<file path="config.mk">
export PLATFORM = sky130hd
export DESIGN_NAME = ptec_ctrl
export DESIGN_NICKNAME = d
export VERILOG_FILES = /design/src/sv/prefix_trie_engine_core_assert.svh /design/src/sv/ptec_pkg.sv /design/src/sv/ptec_ctrl.sv
export SDC_FILE = /design/constraint.sdc
export NUM_CORES = 1
export LEC_CHECK = 0
export ABC_AREA = 0
export BUFFER_PORTS_ARGS = -buffer_cell sky130_fd_sc_hd__buf_2
export CELL_PAD_IN_SITES_DETAIL_PLACEMENT = 0
export CELL_PAD_IN_SITES_GLOBAL_PLACEMENT = 1
export CORE_AREA = 4 4 41 43
export CTS_BUF_LIST = sky130_fd_sc_hd__clkbuf_8
export DETAILED_ROUTE_END_ITERATION = 10
export DIE_AREA = 0 0 45 47
export GPL_TIMING_DRIVEN = 0
export PLACE_DENSITY_LB_ADDON = 0.1
export SYNTH_ARGS = -nofsm -noshare
export SYNTH_HDL_FRONTEND = slang
export SYNTH_SLANG_ARGS = --single-unit
</file>
<file path="constraint.sdc">
create_clock -name clock -period 2.05 [get_ports clock]
set_clock_uncertainty 0.2 [all_clocks]
set_input_delay 0.41 -clock clock [delete_from_list [all_inputs] [get_ports clock]]
set_output_delay 0.41 -clock clock [all_outputs]
set_load 0.03 [all_outputs]
</file>
<file path="src/sv/prefix_trie_engine_core_assert.svh">
// Assertion macros for the prefix trie engine core.
// Expects signals named clock and reset in the scope of use.
`ifndef PREFIX_TRIE_ENGINE_CORE_ASSERT_SVH
`define PREFIX_TRIE_ENGINE_CORE_ASSERT_SVH

// Condition must hold at every edge outside reset.
`define PTEC_ASSERT_HOLDS(lbl, cond, msg) \
   lbl: assert property (@(posedge clock) disable iff (reset) (cond)) \
      else $error(msg);

// Consequent must hold at the edge that follows the antecedent.
`define PTEC_ASSERT_NEXT(lbl, ante, cons, msg) \
   lbl: assert property (@(posedge clock) disable iff (reset) (ante) |=> (cons)) \
      else $error(msg);

`endif

</file>
<file path="src/sv/ptec_pkg.sv">
// Shared constants, types and helper functions for the prefix trie engine core.
// No dependencies.
package ptec_pkg;

   localparam int MAX_NODES     = 1024;
   localparam int ALPHABET_SIZE = 26;
   localparam int NODE_W        = $clog2(MAX_NODES);
   localparam int FREE_W        = $clog2(MAX_NODES + 1);
   localparam int SLOT_W        = $clog2(ALPHABET_SIZE);
   localparam int LETTER_W      = 5;
   localparam int COUNT_W       = 32;

   typedef logic [NODE_W-1:0]                     node_type;
   typedef logic [FREE_W-1:0]                     free_type;
   typedef logic [SLOT_W-1:0]                     slot_type;
   typedef logic [LETTER_W-1:0]                   letter_type;
   typedef logic [COUNT_W-1:0]                    count_type;
   typedef logic [ALPHABET_SIZE-1:0][NODE_W-1:0]  link_row_type;

   typedef enum logic {
      OP_INSERT = 1'b0,
      OP_QUERY  = 1'b1
   } op_type;

   typedef enum logic [2:0] {
      ST_CLEAR,
      ST_IDLE,
      ST_WALK,
      ST_UPDATE,
      ST_RESULT
   } state_type;

   typedef struct packed {
      logic clear;
      logic accept;
      logic walk;
      logic update;
      logic finish;
   } cmd_type;

   typedef struct packed {
      logic clear_done;
      logic need_update;
      logic last;
   } status_type;

   function automatic count_type sat_inc(input count_type value);
      return (value == '1) ? value : value + COUNT_W'(1);
   endfunction

   function automatic logic letter_in_range(input letter_type letter);
      return int'(letter) < ALPHABET_SIZE;
   endfunction

endpackage

</file>
<file path="src/sv/ptec_ctrl.sv">
// Controller of the prefix trie engine core: sequencing FSM and result valid.
// Depends on ptec_pkg; drives ptec_dp through cmd_type.
module ptec_ctrl import ptec_pkg::*; (
   input  logic       clock,
   input  logic       reset,
   input  logic       req_valid,
   output logic       req_ready,
   output logic       rsp_valid,
   input  logic       rsp_ready,
   input  status_type status,
   output cmd_type    cmd
);

   state_type state_ff;
   state_type state_in;
   logic      rsp_valid_ff;
   logic      rsp_valid_in;

   always_ff @(posedge clock) begin
      if (reset) begin
         state_ff     <= ST_CLEAR;
         rsp_valid_ff <= 1'b0;
      end else begin
         state_ff     <= state_in;
         rsp_valid_ff <= rsp_valid_in;
      end
   end

   always_comb begin
      cmd          = '0;
      state_in     = state_ff;
      req_ready    = 1'b0;
      rsp_valid_in = rsp_valid_ff && !rsp_ready;
      unique case (state_ff)
         ST_CLEAR: begin
            cmd.clear = 1'b1;
            if (status.clear_done) begin
               state_in = ST_IDLE;
            end
         end
         ST_IDLE: begin
            req_ready = 1'b1;
            if (req_valid) begin
               cmd.accept = 1'b1;
               state_in   = ST_WALK;
            end
         end
         ST_WALK: begin
            cmd.walk = 1'b1;
            if (status.need_update) begin
               state_in = ST_UPDATE;
            end else if (status.last) begin
               state_in = ST_RESULT;
            end else begin
               state_in = ST_IDLE;
            end
         end
         ST_UPDATE: begin
            cmd.update = 1'b1;
            state_in   = status.last ? ST_RESULT : ST_IDLE;
         end
         ST_RESULT: begin
            // hold until the output register is free
            if (!rsp_valid_ff || rsp_ready) begin
               cmd.finish   = 1'b1;
               rsp_valid_in = 1'b1;
               state_in     = ST_IDLE;
            end
         end
         default: begin
            state_in = ST_CLEAR;
         end
      endcase
   end

   assign rsp_valid = rsp_valid_ff;

endmodule

</file>
# Word level (Yosys, flattened, before mapping)
# Cells that the tools add are included.
[word_totals]
register_bits = 4
input_bits = 7
out_inout_bits = 7
[classes]
n_eq_ne = 7
n_mux = 16
reduce_logical = 6
[op_table]
columns = ["operator", "n"]
rows = [
  ["3-bit two-way mux", 5],
  ["3-bit one-hot mux with 5 select lines", 1],
  ["1-bit two-way mux", 10],
  ["3-bit by 2-bit equality test with 1-bit output (second input constant)", 2],
  ["2-bit != test (second input constant)", 3],
  ["3-bit by 1-bit equality test with 1-bit output (second input constant)", 1],
  ["3-bit equality test (second input constant)", 1],
  ["3-bit zero test", 1],
  ["3-bit AND reduction", 1],
  ["1-bit zero test", 2],
  ["1-bit logical AND", 1],
  ["1-bit logical OR", 1],
]

# Logic depth before layout (Yosys ltp)
[logic_depth]
word_depth = 4
mapped_depth = 5
depth_no_buf = 4

# Worst setup path after synthesis
# OpenSTA, ideal clock, no wires.
[synth_path]
kind = "register -> output"
from = "register rsp_valid_ff, in the netlist rsp_valid"
to = "output port cmd[0] in the netlist's numbering"
arrival_ns = 1.500
setup_slack_ns = -0.060
stages_incl_launch_ff = 3
n_path_buf = 0
cell_sequence = "dfxtp_1 nor2b_1 nor4_1"
[synth_rtl]
columns = ["item", "line_no", "text"]
rows = [
  ["from (decl)", "ptec_ctrl.sv:16", "logic rsp_valid_ff;"],
  ["from (signal assigned)", "ptec_ctrl.sv:25", "rsp_valid_ff <= rsp_valid_in;"],
  ["to (decl)", "ptec_ctrl.sv:11", "output cmd_type cmd"],
]

==> summary.txt <==
Synth
  • Cell Area, Synth: 305 µm²
  • Synth Net Count: 43
  • YS warnings: 0
  • Avg Inst Size Synth: 8.48 µm²
  • Count of state elements after synthesis: 4
  • Sequential area share after synthesis: 26.2%
  • Syn Inst Count: 36
  • Library cells used by synthesis: 21

STA
  • Min cycle time layout: 1.83 ns
  • Final-report max-slew violation count: 0
  • Worst-margin pin slew: 0.336 ns
  • Tcrit/Tclk final: 89.3%
  • Setup TNS: 0 ns
  • Max_slew headroom: 77.6%
  • RSZ-0062 raised after global routing: false
  • Highest clock rate: 546 MHz
  • Final setup viols: 0
  • Fin. Hold Viols: 0

Setup path
  • Setup crit start: state_ff[2]$_SDFFE_PP0P_
  • Crit path arrival time: 1.22 ns
  • CP max FO: 10
  • CP endpoint: cmd[0]
  • Reg2Reg Capture Point: state_ff[0]$_SDFFE_PP0P_
  • Reg-to-reg startpoint: state_ff[2]$_SDFFE_PP0P_
  • Critical path class: reg -> out
  • Flop-to-flop setup slack: 0.76 ns
  • CP startpoint kind: flip-flop
  • Crit path required time: 1.44 ns
  • FF-to-FF path depth: 5
  • CP endpoint kind: primary output

Power
  • Pwr per Cell Area: 794 nW/µm²
  • Leak pwr: 0.000199 µW
  • Power, Total: 347 µW
  • Maximum VDD drop: 365 µV

Worst hold path
  • Worst hold-check path type: in -> reg

Clocking
  • Clk_lat worst skew: 0.21 ns
  • Postcts setup bufs: 0
  • Cts hold-fix bufs: 0
  • CTS tree: built
  • CTS sink count: 4
  • Clock Path Buffers: 2
  • CTS root buffer: clkbuf_8
  • Resized Gates After CTS: 0
  • TritonCTS Buffers: 3
  • Clock transition at the registers of the reported paths: 0.03 ns
  • H-tree depth: 1

Outcome
  • Status: completed

Placed design
  • Port Buf Inserts: 13
  • Post-DP HPWL: 576 µm
  • Placed cells: 64
  • GPL Wtd Cong: 0.727

Detailed routing
  • DRC: 0
  • DRT iter0 DRCs: 3
  • 1st-pass router iterations: 4
  • Post-DRT Antenna Nets: 0
  • Final WL: 709 µm
  • WL/cell: 10.6 µm
  • Vias per cell: 4.60
  • Routed via count: 308

Floorplanning
  • Die area: 2120 µm²
  • IO Pins: 14
  • Die height: 47 µm
  • Core ar.: 1300 µm²
  • Width of the die: 45 µm
  • Rows: 13
  • Starting Density: 23.5%

Final layout
  • Ant diodes: 0
  • Fin cells: 67
  • Layout cells sized above 1: 50.0%
  • Syn-to-layout area delta: 43.0%
  • Layout Nets: 61

GRT
  • Global route total overflow: 0
  • GRT Total Usage: 7.59%
  • Largest net degree at the start of global routing: 11
  • Number of global-route vias before repair: 280
  • First-pass GRT wire length: 1120 µm
  • Antenna violations before repair: 0

Run
  • Max cap viols: 0
critical path, stage by stage, from the launching register on:
cell and delay [ns]:
dfxtp_1 0.31, buf_6 0.14, inv_1 0.08, nor4_2 0.25, buf_2 0.23
Yosys cell counts:
library cell  count  area (µm²)
a31oi_1           2        12.5
nor2_1            3        11.3
a21oi_1           2        10.0
nor3_2            1        10.0
nand2_1           2        7.51
o31ai_2           1        12.5
buf_4             1        7.51
buf_6             2        22.5
nand2b_1          2        12.5
a2111oi_2         1        15.0
nor3b_1           1        7.51
mux2i_1           2        20.0
nor2b_1           2        12.5
nor4_1            1        6.26
and2_4            1        8.76
dfxtp_1           4        80.1
nor3_1            2        10.0
nor2_2            1        6.26
and3_1            2        12.5
inv_1             2        7.51
a22oi_2           1        12.5
worst min path at each step:
| stage | from | to | cells past startpoint |
|---|---|---|---|
| finish | reset | rsp_valid$_SDFF_PP0_ | 2 |
| global route | reset | rsp_valid$_SDFF_PP0_ | 2 |
| CTS | reset | rsp_valid$_SDFF_PP0_ | 2 |
| detailed placement | state_ff[2]$_SDFFE_PP0P_ | state_ff[1]$_SDFFE_PP0P_ | 2 |
| global placement | state_ff[2]$_SDFFE_PP0P_ | state_ff[1]$_SDFFE_PP0P_ | 2 |
| floorplan | reset | state_ff[0]$_SDFFE_PP0P_ | 1 |
layout make-up:
cell class              instances  area, µm²
plain buffers                   3       30.0
flip-flops and latches          4       80.1
repair buffers                 13       65.1
fillers                       162        865
well taps                      15       18.8
clock buffers                   3       41.3
multi-input cells              27        194
inverters                       2       7.51
kinds of logic (layout without fill, tap and decap cells):
group,after synthesis,count (layout),synth area share [%]
multiplexers,2,2,6.56
buffers and inverters,5,21,12.3
AO/OA/AOI/OAI,7,7,20.5
flip-flops,4,4,26.2
AND/OR/NAND/NOR,18,18,34.4
power breakdown:
| group | internal [µW] | switching [µW] |
|---|---|---|
| clock | 125 | 37.6 |
| combinational | 38.7 | 58.4 |
| sequential | 83.1 | 4.12 |
| total | 247 | 100 |
registers in the layout, summed over array words and instances, names as in the netlist:
signal	count
state_ff	3
rsp_valid	1
layout by cell type, fill, tap and decap left out, drive strengths merged:
cell,netlist,final
a2111oi,1,1
a21oi,2,2
a22oi,1,1
a31oi,2,2
and2,1,1
and3,2,2
buf,3,16
clkbuf,0,3
dfxtp,4,4
inv,2,2
mux2i,2,2
nand2,2,2
nand2b,2,2
nor2,4,4
nor2b,2,2
nor3,3,3
nor3b,1,1
nor4,1,1
o31ai,1,1
through the flow:
stage / utilization, % / hold slack [ns] / instance area [µm²] / worst slack, ns
after global placement: 30.4 / 0.339 / 395 / 0.410
after detailed placement: 30.4 / 0.352 / 395 / 0.391
final: 33.6 / 0.227 / 437 / 0.220
after CTS: 33.6 / 0.228 / 437 / 0.197
after global routing: 33.6 / 0.241 / 437 / 0.120
after floorplan: - / 0.280 / 312 / 0.219
routing by layer:
layer | track usage (%) | part of all wire, %
met5 | 0 | 0
met4 | 3.51 | 0
met3 | 4.60 | 7.2
met2 | 11.3 | 44
met1 | 8.66 | 49
Note: power is estimated with default switching activity, not from simulation.
